File: src/design/ssr_pkg.sv
// Package with the shared types, constants, microcode table and saturation helper.
package ssr_pkg;

   localparam int MAX_SLOTS = 24;
   localparam int SLOT_W    = $clog2(MAX_SLOTS);
   localparam int CNT_W     = $clog2(MAX_SLOTS + 1);
   localparam int Z_W       = 32;
   localparam int LEN_W     = 24;
   localparam int DT_W      = 16;
   localparam int DZ_W      = 24;
   localparam int PC_W      = 4;
   localparam int CSR_IDX_W = 2;
   localparam int RSP_DATA_W = 168;

   localparam logic signed [Z_W-1:0] START_Z       = -32'sd51200;
   localparam logic signed [Z_W-1:0] DEFAULT_LIMIT = 32'sd358400;

   localparam logic signed [Z_W+1:0] Z_MAX_WIDE = 34'sd2147483647;
   localparam logic signed [Z_W+1:0] Z_MIN_WIDE = -34'sd2147483648;

   // Register indexes on the configuration port.
   localparam logic [CSR_IDX_W-1:0] REG_SLOTS = 2'd0;
   localparam logic [CSR_IDX_W-1:0] REG_SPEED = 2'd1;
   localparam logic [CSR_IDX_W-1:0] REG_LEN   = 2'd2;
   localparam logic [CSR_IDX_W-1:0] REG_LIMIT = 2'd3;

   localparam logic CMD_RESTART = 1'b0;
   localparam logic CMD_TICK    = 1'b1;
   localparam logic KIND_RECYCLE = 1'b0;
   localparam logic KIND_SUMMARY = 1'b1;

   typedef enum logic [3:0] {
      DP_NONE,
      DP_WAIT,
      DP_RESTART_INIT,
      DP_LAYOUT,
      DP_TICK_INIT,
      DP_MOVE,
      DP_ADVANCE,
      DP_SCAN_INIT,
      DP_SCAN,
      DP_EMIT_RECYCLE,
      DP_EMIT_SUMMARY
   } dp_op_type;

   typedef enum logic [2:0] {
      C_NEXT,
      C_ALWAYS,
      C_WAIT_REQ,
      C_TICK,
      C_I_MORE,
      C_J_MORE,
      C_DT_ZERO,
      C_OVER
   } cond_type;

   typedef struct packed {
      dp_op_type        op;
      cond_type         cond;
      logic [PC_W-1:0]  target;
      logic             take_req;
      logic             emit;
   } ucode_type;

   // Program addresses.
   localparam logic [PC_W-1:0] A_IDLE       = 4'd0;
   localparam logic [PC_W-1:0] A_DISPATCH   = 4'd1;
   localparam logic [PC_W-1:0] A_RST_INIT   = 4'd2;
   localparam logic [PC_W-1:0] A_LAYOUT     = 4'd3;
   localparam logic [PC_W-1:0] A_RST_DONE   = 4'd4;
   localparam logic [PC_W-1:0] A_TICK_INIT  = 4'd5;
   localparam logic [PC_W-1:0] A_MOVE       = 4'd6;
   localparam logic [PC_W-1:0] A_ADVANCE    = 4'd7;
   localparam logic [PC_W-1:0] A_SUM_START  = 4'd8;
   localparam logic [PC_W-1:0] A_SUM_SCAN   = 4'd9;
   localparam logic [PC_W-1:0] A_SUM_EMIT   = 4'd10;
   localparam logic [PC_W-1:0] A_REC_START  = 4'd11;
   localparam logic [PC_W-1:0] A_REC_SCAN   = 4'd12;
   localparam logic [PC_W-1:0] A_REC_EMIT   = 4'd13;

   function automatic ucode_type ucode_rom(input logic [PC_W-1:0] addr);
      ucode_type w;
      w = '{op: DP_NONE, cond: C_NEXT, target: A_IDLE, take_req: 1'b0, emit: 1'b0};
      unique case (addr)
         A_IDLE: begin
            w = '{op: DP_WAIT, cond: C_WAIT_REQ, target: A_IDLE, take_req: 1'b1, emit: 1'b0};
         end
         A_DISPATCH: begin
            w = '{op: DP_NONE, cond: C_TICK, target: A_TICK_INIT, take_req: 1'b0, emit: 1'b0};
         end
         A_RST_INIT: begin
            w = '{op: DP_RESTART_INIT, cond: C_NEXT, target: A_IDLE, take_req: 1'b0, emit: 1'b0};
         end
         A_LAYOUT: begin
            w = '{op: DP_LAYOUT, cond: C_I_MORE, target: A_LAYOUT, take_req: 1'b0, emit: 1'b0};
         end
         A_RST_DONE: begin
            w = '{op: DP_NONE, cond: C_ALWAYS, target: A_SUM_START, take_req: 1'b0, emit: 1'b0};
         end
         A_TICK_INIT: begin
            w = '{op: DP_TICK_INIT, cond: C_DT_ZERO, target: A_SUM_START, take_req: 1'b0,
                  emit: 1'b0};
         end
         A_MOVE: begin
            w = '{op: DP_MOVE, cond: C_OVER, target: A_REC_START, take_req: 1'b0, emit: 1'b0};
         end
         A_ADVANCE: begin
            w = '{op: DP_ADVANCE, cond: C_I_MORE, target: A_MOVE, take_req: 1'b0, emit: 1'b0};
         end
         A_SUM_START: begin
            w = '{op: DP_SCAN_INIT, cond: C_NEXT, target: A_IDLE, take_req: 1'b0, emit: 1'b0};
         end
         A_SUM_SCAN: begin
            w = '{op: DP_SCAN, cond: C_J_MORE, target: A_SUM_SCAN, take_req: 1'b0, emit: 1'b0};
         end
         A_SUM_EMIT: begin
            w = '{op: DP_EMIT_SUMMARY, cond: C_ALWAYS, target: A_IDLE, take_req: 1'b0,
                  emit: 1'b1};
         end
         A_REC_START: begin
            w = '{op: DP_SCAN_INIT, cond: C_NEXT, target: A_IDLE, take_req: 1'b0, emit: 1'b0};
         end
         A_REC_SCAN: begin
            w = '{op: DP_SCAN, cond: C_J_MORE, target: A_REC_SCAN, take_req: 1'b0, emit: 1'b0};
         end
         A_REC_EMIT: begin
            w = '{op: DP_EMIT_RECYCLE, cond: C_ALWAYS, target: A_ADVANCE, take_req: 1'b0,
                  emit: 1'b1};
         end
         default: begin
            w = '{op: DP_NONE, cond: C_ALWAYS, target: A_IDLE, take_req: 1'b0, emit: 1'b0};
         end
      endcase
      return w;
   endfunction

   // Clamp a widened sum back into the signed Z range.
   function automatic logic signed [Z_W-1:0] sat_z(input logic signed [Z_W+1:0] v);
      logic signed [Z_W-1:0] r;
      if (v > Z_MAX_WIDE) begin
         r = Z_MAX_WIDE[Z_W-1:0];
      end else if (v < Z_MIN_WIDE) begin
         r = Z_MIN_WIDE[Z_W-1:0];
      end else begin
         r = v[Z_W-1:0];
      end
      return r;
   endfunction

endpackage

File: src/design/scrolling_segment_recycler_unit.sv
// Segment recycler: microcoded sequencer driving the slot Z datapath.
// A restart lays out the active slots; a tick moves each active slot and recycles each
// slot that passes the limit; both end with a summary. One slot read port serves the
// move pass and the minimum/maximum scans. One item is worked at a time; the next is
// taken while the last result waits in the output register. Synchronous active-high
// reset clears slots, counters, sequencer and output valid, and sets config defaults.
module scrolling_segment_recycler_unit (
   input  logic                              clock,
   input  logic                              reset,
   input  logic                              req_tvalid,
   output logic                              req_tready,
   input  logic [ssr_pkg::DT_W-1:0]          req_tdata,   // delta_time[15:0]
   input  logic                              req_tuser,   // cmd
   output logic                              rsp_tvalid,
   input  logic                              rsp_tready,
   // slot_index[4:0], new_id[36:5], new_z[68:37], total_recycled[100:69],
   // lowest_z[132:101], highest_z[164:133], zero fill[167:165]
   output logic [ssr_pkg::RSP_DATA_W-1:0]    rsp_tdata,
   output logic                              rsp_tuser,   // kind
   output logic                              rsp_tlast,   // final_flag
   input  logic                              csr_valid,
   output logic                              csr_ready,
   input  logic [ssr_pkg::CSR_IDX_W-1:0]     csr_index,
   input  logic [31:0]                       csr_data
);
   import ssr_pkg::*;

   // Configuration registers.
   logic [SLOT_W-1:0]        cfg_slots_ff;
   logic [LEN_W-1:0]         cfg_speed_ff;
   logic [LEN_W-1:0]         cfg_len_ff;
   logic signed [Z_W-1:0]    cfg_limit_ff;

   // Sequencer and datapath state.
   logic [PC_W-1:0]          pc_ff, pc_in;
   logic                     cmd_ff, cmd_in;
   logic [DT_W-1:0]          dt_ff, dt_in;
   logic [SLOT_W-1:0]        i_ff, i_in;
   logic [SLOT_W-1:0]        j_ff, j_in;
   logic signed [Z_W-1:0]    zacc_ff, zacc_in;
   logic [DZ_W-1:0]          dz_ff, dz_in;
   logic signed [Z_W-1:0]    min_ff, min_in;
   logic signed [Z_W-1:0]    max_ff, max_in;
   logic [31:0]              id_ff, id_in;
   logic [31:0]              total_ff, total_in;
   logic signed [Z_W-1:0]    slot_z_ff [MAX_SLOTS];

   // Output register.
   logic                     rsp_valid_ff, rsp_valid_in;
   logic                     rsp_kind_ff;
   logic                     rsp_last_ff;
   logic [RSP_DATA_W-1:0]    rsp_data_ff;
   logic                     rsp_load;
   logic                     rsp_kind_new;
   logic [RSP_DATA_W-1:0]    rsp_data_new;

   ucode_type                uc;
   logic                     go;
   logic                     taken;
   logic                     req_accept;
   logic [CNT_W-1:0]         n_active;
   logic                     i_more;
   logic                     j_more;
   logic                     over;
   logic signed [Z_W-1:0]    limit_eff;
   logic [SLOT_W-1:0]        rd_addr;
   logic signed [Z_W-1:0]    rd_z;
   logic signed [Z_W-1:0]    z_move;
   logic signed [Z_W-1:0]    z_layout_next;
   logic signed [Z_W-1:0]    z_rec;
   logic [LEN_W+DT_W-1:0]    product;
   logic                     wr_en;
   logic signed [Z_W-1:0]    wr_data;

   assign csr_ready  = 1'b1;
   assign rsp_tvalid = rsp_valid_ff;
   assign rsp_tdata  = rsp_data_ff;
   assign rsp_tuser  = rsp_kind_ff;
   assign rsp_tlast  = rsp_last_ff;

   assign uc         = ucode_rom(pc_ff);
   assign go         = !(uc.emit && rsp_valid_ff && !rsp_tready);
   assign req_tready = uc.take_req;
   assign req_accept = req_tvalid && req_tready;

   always_comb begin
      if (cfg_slots_ff == '0) begin
         n_active = CNT_W'(1);
      end else if (CNT_W'(cfg_slots_ff) > CNT_W'(MAX_SLOTS)) begin
         n_active = CNT_W'(MAX_SLOTS);
      end else begin
         n_active = CNT_W'(cfg_slots_ff);
      end
   end

   assign limit_eff = (cfg_limit_ff == '0) ? DEFAULT_LIMIT : cfg_limit_ff;
   assign i_more    = (CNT_W'(i_ff) + CNT_W'(1)) < n_active;
   assign j_more    = (CNT_W'(j_ff) + CNT_W'(1)) < n_active;

   // Single read port: scans walk j, everything else works on slot i.
   assign rd_addr = (uc.op == DP_SCAN) ? j_ff : i_ff;
   assign rd_z    = slot_z_ff[rd_addr];

   assign product       = (LEN_W+DT_W)'(cfg_speed_ff) * (LEN_W+DT_W)'(dt_ff);
   assign z_move        = sat_z((Z_W+2)'(rd_z) + $signed({10'b0, dz_ff}));
   assign z_layout_next = sat_z((Z_W+2)'(zacc_ff) - $signed({10'b0, cfg_len_ff}));
   assign z_rec         = sat_z((Z_W+2)'(min_ff) - $signed({10'b0, cfg_len_ff}));
   assign over          = z_move > limit_eff;

   // Next step of the program.
   always_comb begin
      unique case (uc.cond)
         C_NEXT:     taken = 1'b0;
         C_ALWAYS:   taken = 1'b1;
         C_WAIT_REQ: taken = !req_accept;
         C_TICK:     taken = (cmd_ff == CMD_TICK);
         C_I_MORE:   taken = i_more;
         C_J_MORE:   taken = j_more;
         C_DT_ZERO:  taken = (dt_ff == '0);
         C_OVER:     taken = over;
         default:    taken = 1'b0;
      endcase
      if (!go) begin
         pc_in = pc_ff;
      end else if (taken) begin
         pc_in = uc.target;
      end else begin
         pc_in = pc_ff + PC_W'(1);
      end
   end

   // Datapath actions selected by the control word.
   always_comb begin
      cmd_in       = cmd_ff;
      dt_in        = dt_ff;
      i_in         = i_ff;
      j_in         = j_ff;
      zacc_in      = zacc_ff;
      dz_in        = dz_ff;
      min_in       = min_ff;
      max_in       = max_ff;
      id_in        = id_ff;
      total_in     = total_ff;
      wr_en        = 1'b0;
      wr_data      = z_move;
      rsp_load     = 1'b0;
      rsp_kind_new = KIND_SUMMARY;
      rsp_data_new = '0;
      unique case (uc.op)
         DP_WAIT: begin
            if (req_accept) begin
               cmd_in = req_tuser;
               dt_in  = req_tdata;
            end
         end
         DP_RESTART_INIT: begin
            id_in    = '0;
            total_in = '0;
            i_in     = '0;
            zacc_in  = START_Z;
         end
         DP_LAYOUT: begin
            wr_en   = 1'b1;
            wr_data = zacc_ff;
            zacc_in = z_layout_next;
            id_in   = id_ff + 32'd1;
            i_in    = i_ff + SLOT_W'(1);
         end
         DP_TICK_INIT: begin
            dz_in = product[LEN_W+DT_W-1:DT_W];
            i_in  = '0;
         end
         DP_MOVE: begin
            wr_en   = 1'b1;
            wr_data = z_move;
         end
         DP_ADVANCE: begin
            i_in = i_ff + SLOT_W'(1);
         end
         DP_SCAN_INIT: begin
            j_in = '0;
         end
         DP_SCAN: begin
            if (j_ff == '0) begin
               min_in = rd_z;
               max_in = rd_z;
            end else begin
               if (rd_z < min_ff) min_in = rd_z;
               if (rd_z > max_ff) max_in = rd_z;
            end
            j_in = j_ff + SLOT_W'(1);
         end
         DP_EMIT_RECYCLE: begin
            if (go) begin
               wr_en        = 1'b1;
               wr_data      = z_rec;
               id_in        = id_ff + 32'd1;
               total_in     = total_ff + 32'd1;
               rsp_load     = 1'b1;
               rsp_kind_new = KIND_RECYCLE;
               rsp_data_new = {3'b0, 32'd0, 32'd0, 32'd0, z_rec, id_ff, i_ff};
            end
         end
         DP_EMIT_SUMMARY: begin
            if (go) begin
               rsp_load     = 1'b1;
               rsp_kind_new = KIND_SUMMARY;
               rsp_data_new = {3'b0, max_ff, min_ff, total_ff, 32'd0, 32'd0, 5'd0};
            end
         end
         default: begin
         end
      endcase
      if (rsp_load) begin
         rsp_valid_in = 1'b1;
      end else if (rsp_tready) begin
         rsp_valid_in = 1'b0;
      end else begin
         rsp_valid_in = rsp_valid_ff;
      end
   end

   always_ff @(posedge clock) begin
      if (reset) begin
         pc_ff        <= A_IDLE;
         rsp_valid_ff <= 1'b0;
         id_ff        <= '0;
         total_ff     <= '0;
         cfg_slots_ff <= SLOT_W'(MAX_SLOTS);
         cfg_speed_ff <= '0;
         cfg_len_ff   <= '0;
         cfg_limit_ff <= DEFAULT_LIMIT;
         for (int k = 0; k < MAX_SLOTS; k++) begin
            slot_z_ff[k] <= '0;
         end
      end else begin
         pc_ff        <= pc_in;
         rsp_valid_ff <= rsp_valid_in;
         id_ff        <= id_in;
         total_ff     <= total_in;
         if (wr_en) begin
            slot_z_ff[i_ff] <= wr_data;
         end
         if (csr_valid && csr_ready) begin
            unique case (csr_index)
               REG_SLOTS: cfg_slots_ff <= csr_data[SLOT_W-1:0];
               REG_SPEED: cfg_speed_ff <= csr_data[LEN_W-1:0];
               REG_LEN:   cfg_len_ff   <= csr_data[LEN_W-1:0];
               REG_LIMIT: cfg_limit_ff <= $signed(csr_data);
               default: begin
               end
            endcase
         end
      end
   end

   // Payload registers need no reset.
   always_ff @(posedge clock) begin
      cmd_ff  <= cmd_in;
      dt_ff   <= dt_in;
      i_ff    <= i_in;
      j_ff    <= j_in;
      zacc_ff <= zacc_in;
      dz_ff   <= dz_in;
      min_ff  <= min_in;
      max_ff  <= max_in;
      if (rsp_load) begin
         rsp_kind_ff <= rsp_kind_new;
         rsp_last_ff <= (rsp_kind_new == KIND_SUMMARY);
         rsp_data_ff <= rsp_data_new;
      end
   end

`ifndef NO_ASSERTIONS
   // Slot writes stay inside the active part of the ring.
   a_write_in_range: assert property (@(posedge clock) disable iff (reset)
      wr_en |-> (CNT_W'(i_ff) < n_active))
      else $error("slot write beyond active slot count");

   // Scans read only active slots.
   a_scan_in_range: assert property (@(posedge clock) disable iff (reset)
      (uc.op == DP_SCAN) |-> (CNT_W'(j_ff) < n_active))
      else $error("scan read beyond active slot count");

   // An accepted transaction is always followed by the dispatch step.
   a_accept_dispatch: assert property (@(posedge clock) disable iff (reset)
      req_accept |=> (pc_ff == A_DISPATCH))
      else $error("accepted transaction did not reach dispatch");

   // A summary never reports a minimum above its maximum.
   a_summary_order: assert property (@(posedge clock) disable iff (reset)
      (rsp_valid_ff && rsp_kind_ff == KIND_SUMMARY) |->
         ($signed(rsp_data_ff[132:101]) <= $signed(rsp_data_ff[164:133])))
      else $error("summary minimum above maximum");
`endif

endmodule
File: config.mk
export PLATFORM = sky130hd
export DESIGN_NAME = scrolling_segment_recycler_unit
export DESIGN_NICKNAME = d
export VERILOG_FILES = /design/src/design/ssr_pkg.sv /design/src/design/scrolling_segment_recycler_unit.sv
export SDC_FILE = /design/constraint.sdc
export NUM_CORES = 2
export LEC_CHECK = 0
export BUFFER_PORTS_ARGS = -buffer_cell sky130_fd_sc_hd__buf_2
export CORE_AREA = 4 4 440 355
export DETAILED_ROUTE_END_ITERATION = 12
export DIE_AREA = 0 0 444 359
export PLACE_DENSITY = 0.77
export SLEW_MARGIN = 20
export SYNTH_ARGS = -nofsm -noshare
export SYNTH_HDL_FRONTEND = slang
export SYNTH_SLANG_ARGS = --single-unit
File: constraint.sdc
create_clock -name clock -period 9.3 [get_ports clock]
set_clock_uncertainty 0.2 [all_clocks]
set_input_delay 1.395 -clock clock [delete_from_list [all_inputs] [get_ports clock]]
set_output_delay 1.395 -clock clock [all_outputs]
set_load 0.01 [all_outputs]
==> flow_summary.json <==
{
  "clock.fmax_mhz": 110,
  "yosysSeqAreaShare_pct": 53.2,
  "vias": 63561,
  "synthTopCellsByArea": "edfxtp_1 49%, fa_1 7.5%, nand2_1 6.5%",
  "grt_usage_pct": 31.9,
  "cts_buffer_depth": 3,
  "overflow": 0,
  "cpPeakStageDelay_ps": 570,
  "total_power_w": 0.0280,
  "leakage_nw": 36.3,
  "synthArstFlopShare_pct": 0,
  "cap_violations": 0,
  "hold_depth": 2,
  "synth_largest_area_cell": "edfxtp_1",
  "cp_top_family": "compound AO/OA/AOI/OAI gates",
  "numClockSinks": 1504,
  "hold_path.class": "register to register",
  "synth.avg_cell_area_um2": 10.4,
  "cts_tree": "yes",
  "yosysMostFrequentCell": "nand2_1",
  "outcome": "complete, no violations",
  "reg2reg_from": "uc[9]",
  "num_rows": 128,
  "critPathSlowestCell": "nor4_4",
  "holdBufCountCts": 0,
  "grt_pass1_wl_mm": 386,
  "ant_nets": 0,
  "syn_to_final_growth_pct": 12.7,
  "drc": 0,
  "path_common_cell": "buf_4",
  "finalHoldViolCount": 0,
  "grt_max_degree": 78,
  "totalWireLength_mm": 259,
  "die_h_um": 359,
  "num_io_pins": 229,
  "numCtsBuffers": 148,
  "port_buffers": 224,
  "ys_types": 92,
  "start_kind": "register",
  "rr_worst_depth": 38,
  "synth.top_cell.area_share_pct": 49.1,
  "worstHoldStart": "cfg_len_ff[19]",
  "whs_endpoint": "cfg_len_ff[19]",
  "period_minus_slack_ps": 9130,
  "synth_seq_cells": 1504,
  "drtIter0Drc": 9461,
  "drive_gt1_share_pct": 12.7,
  "cts_max_level": 4,
  "tightest_slew_ps": 1120,
  "insertion_delay_ps": 810,
  "hpwl_mm": 172,
  "first_global_vias": 62128,
  "nets": 8746,
  "synthFlopType": "edfxtp_1",
  "finalSetupViolCount": 0,
  "synth_cells": 7827,
  "start_util_pct": 53.9,
  "root_buffer": "clkbuf_16",
  "relSlewSlack_pct": 25.2,
  "gp_congestion": 1.02,
  "netlist_area_um2": 81700,
  "final_design_area_no_fill_um2": 92100,
  "crit_required_ps": 9760,
  "core_um2": 152000,
  "critPathKind": "register to register",
  "placed_area_um2": 86800,
  "r2r-end": "uc[9]",
  "first_pass_iters": 7,
  "synth_common_cells": "1422 x nand2_1, 1337 x edfxtp_1, 965 x nor2_1, 521 x inv_1, 423 x nand3_1",
  "slew_violations": 0,
  "path_clk_slew_ps": 70,
  "min_period_over_period_pct": 98.1,
  "yosys_warnings": 0,
  "ff2ff_setup_slack_ps": 170,
  "critPathMaxFanout": 15,
  "arrival_ps": 9590,
  "die_area_um2": 159000,
  "critPathBufInv": 9,
  "powerDensity_nw_per_um2": 304,
  "fp.dieW_um": 444,
  "via_per_inst": 6.22,
  "synth_edf_count": 1337,
  "cp-end-kind": "register",
  "wl_per_cell_um": 25.3,
  "ir_drop_v": 0.000492,
  "antenna_found_initial": 17
}
-- per-layer routing --
metal  wire length [um]  track usage, %  up-vias
met2             112000            47.4     4661
li1                   -               -    27359
met4              12700            14.0       10
met1              98400            44.5    30768
met5                 73               0        -
met3              35700            8.17      763
-- timing repair --
action,in CTS,in global routing
resized for setup,3,39
pin swaps,5,19
setup endpoints to repair,13,15
gates cloned,1,0
setup buffers,3,15
-- metrics by stage --
| step | TNS [ps] | hold slack (ps) | setup slack (ps) | util, % | std cells |
|---|---|---|---|---|---|
| after floorplan | -13.1 | 236 | -13.1 | - | 7829 |
| after global placement | -6810 | 243 | -589 | 57.2 | 9929 |
| after detailed placement | -2560 | 248 | -303 | 57.3 | 9929 |
| after CTS | 0 | 257 | 6.38 | 60.5 | 10200 |
| after global routing | -299 | 280 | -81.5 | 60.7 | 10223 |
| final | 0 | 258 | 173 | 60.7 | 10224 |
-- tightest hold or removal path, cell delays in order, from the launching register on --
cell	delay, ps
dfxtp_1	310
nand2_1	50
a21oi_1	50
-- cell type report --
type                       count  area, um^2
multi-input combinational   5267       34600
timing repair buffer         629        4550
sequential                  1504       43500
clock inverter                91        1030
antenna                        8        20.0
inverter                     534        2010
clock buffer                 176        3870
fill                       11924       59500
tap                         2015        2520
-- power by group --
group / internal (W) / switching [W]
logic: 0.00423 / 0.00903
clock network: 0.00345 / 0.00268
registers: 0.00843 / 0.000223
total: 0.0161 / 0.0119
-- cell usage in the layout (no fill, tap or decap), types with 33 or more instances in the layout --
cell type,synthesis,routed
xnor2_1,65,65
clkinv_1,0,33
nand4_1,53,53
dfxtp_1,167,167
ha_1,298,296
o21ai_0,159,151
and2_1,274,273
mux2i_1,77,73
a21oi_1,227,225
and3_1,145,142
edfxtp_1,1337,1337
nand2_1,1422,1421
nor3_1,46,42
nor2_1,965,949
a311oi_1,100,100
xor2_1,60,60
o21a_1,33,33
clkbuf_16,0,149
nand3_1,423,422
fa_1,308,307
buf_4,13,373
buf_2,74,224
a21o_1,67,67
nor2b_1,34,33
inv_1,521,519
-- registers in the layout, indices dropped and copies added (netlist names), 16 cells and up --
name	count
total_ff	32
min_ff	32
cfg_limit_ff	32
dz_ff	24
rsp_tdata	165
id_ff	32
max_ff	32
dt_ff	16
cfg_speed_ff	24
cfg_len_ff	24
zacc_ff	32
slot_z_ff	1024
-- kinds of logic after synthesis --
family          share of synthesized area, %
simple gates                            19.1
mux                                     1.31
flops                                   53.2
compound gates                          7.88
fa+ha+maj                               12.1
other cells                          0.00919
buf+inv                                 5.09
xor+xnor                                1.34
-- worst max-delay path by stage --
stage | startpoint | end | slack, ps | depth (start not counted)
6_report | uc[9] | uc[9] | 170 | 38
5_1_grt | uc[9] | uc[8] | -80 | 38
3_5_place_dp | uc[9] | uc[10] | -300 | 39
3_3_place_gp | uc[10] | uc[10] | -590 | 40
4_1_cts | uc[9] | uc[2] | 6 | 37
2_1_floorplan | uc[12] | uc[6] | -10 | 44
No activity file was read; power rests on OpenSTA's default activity.
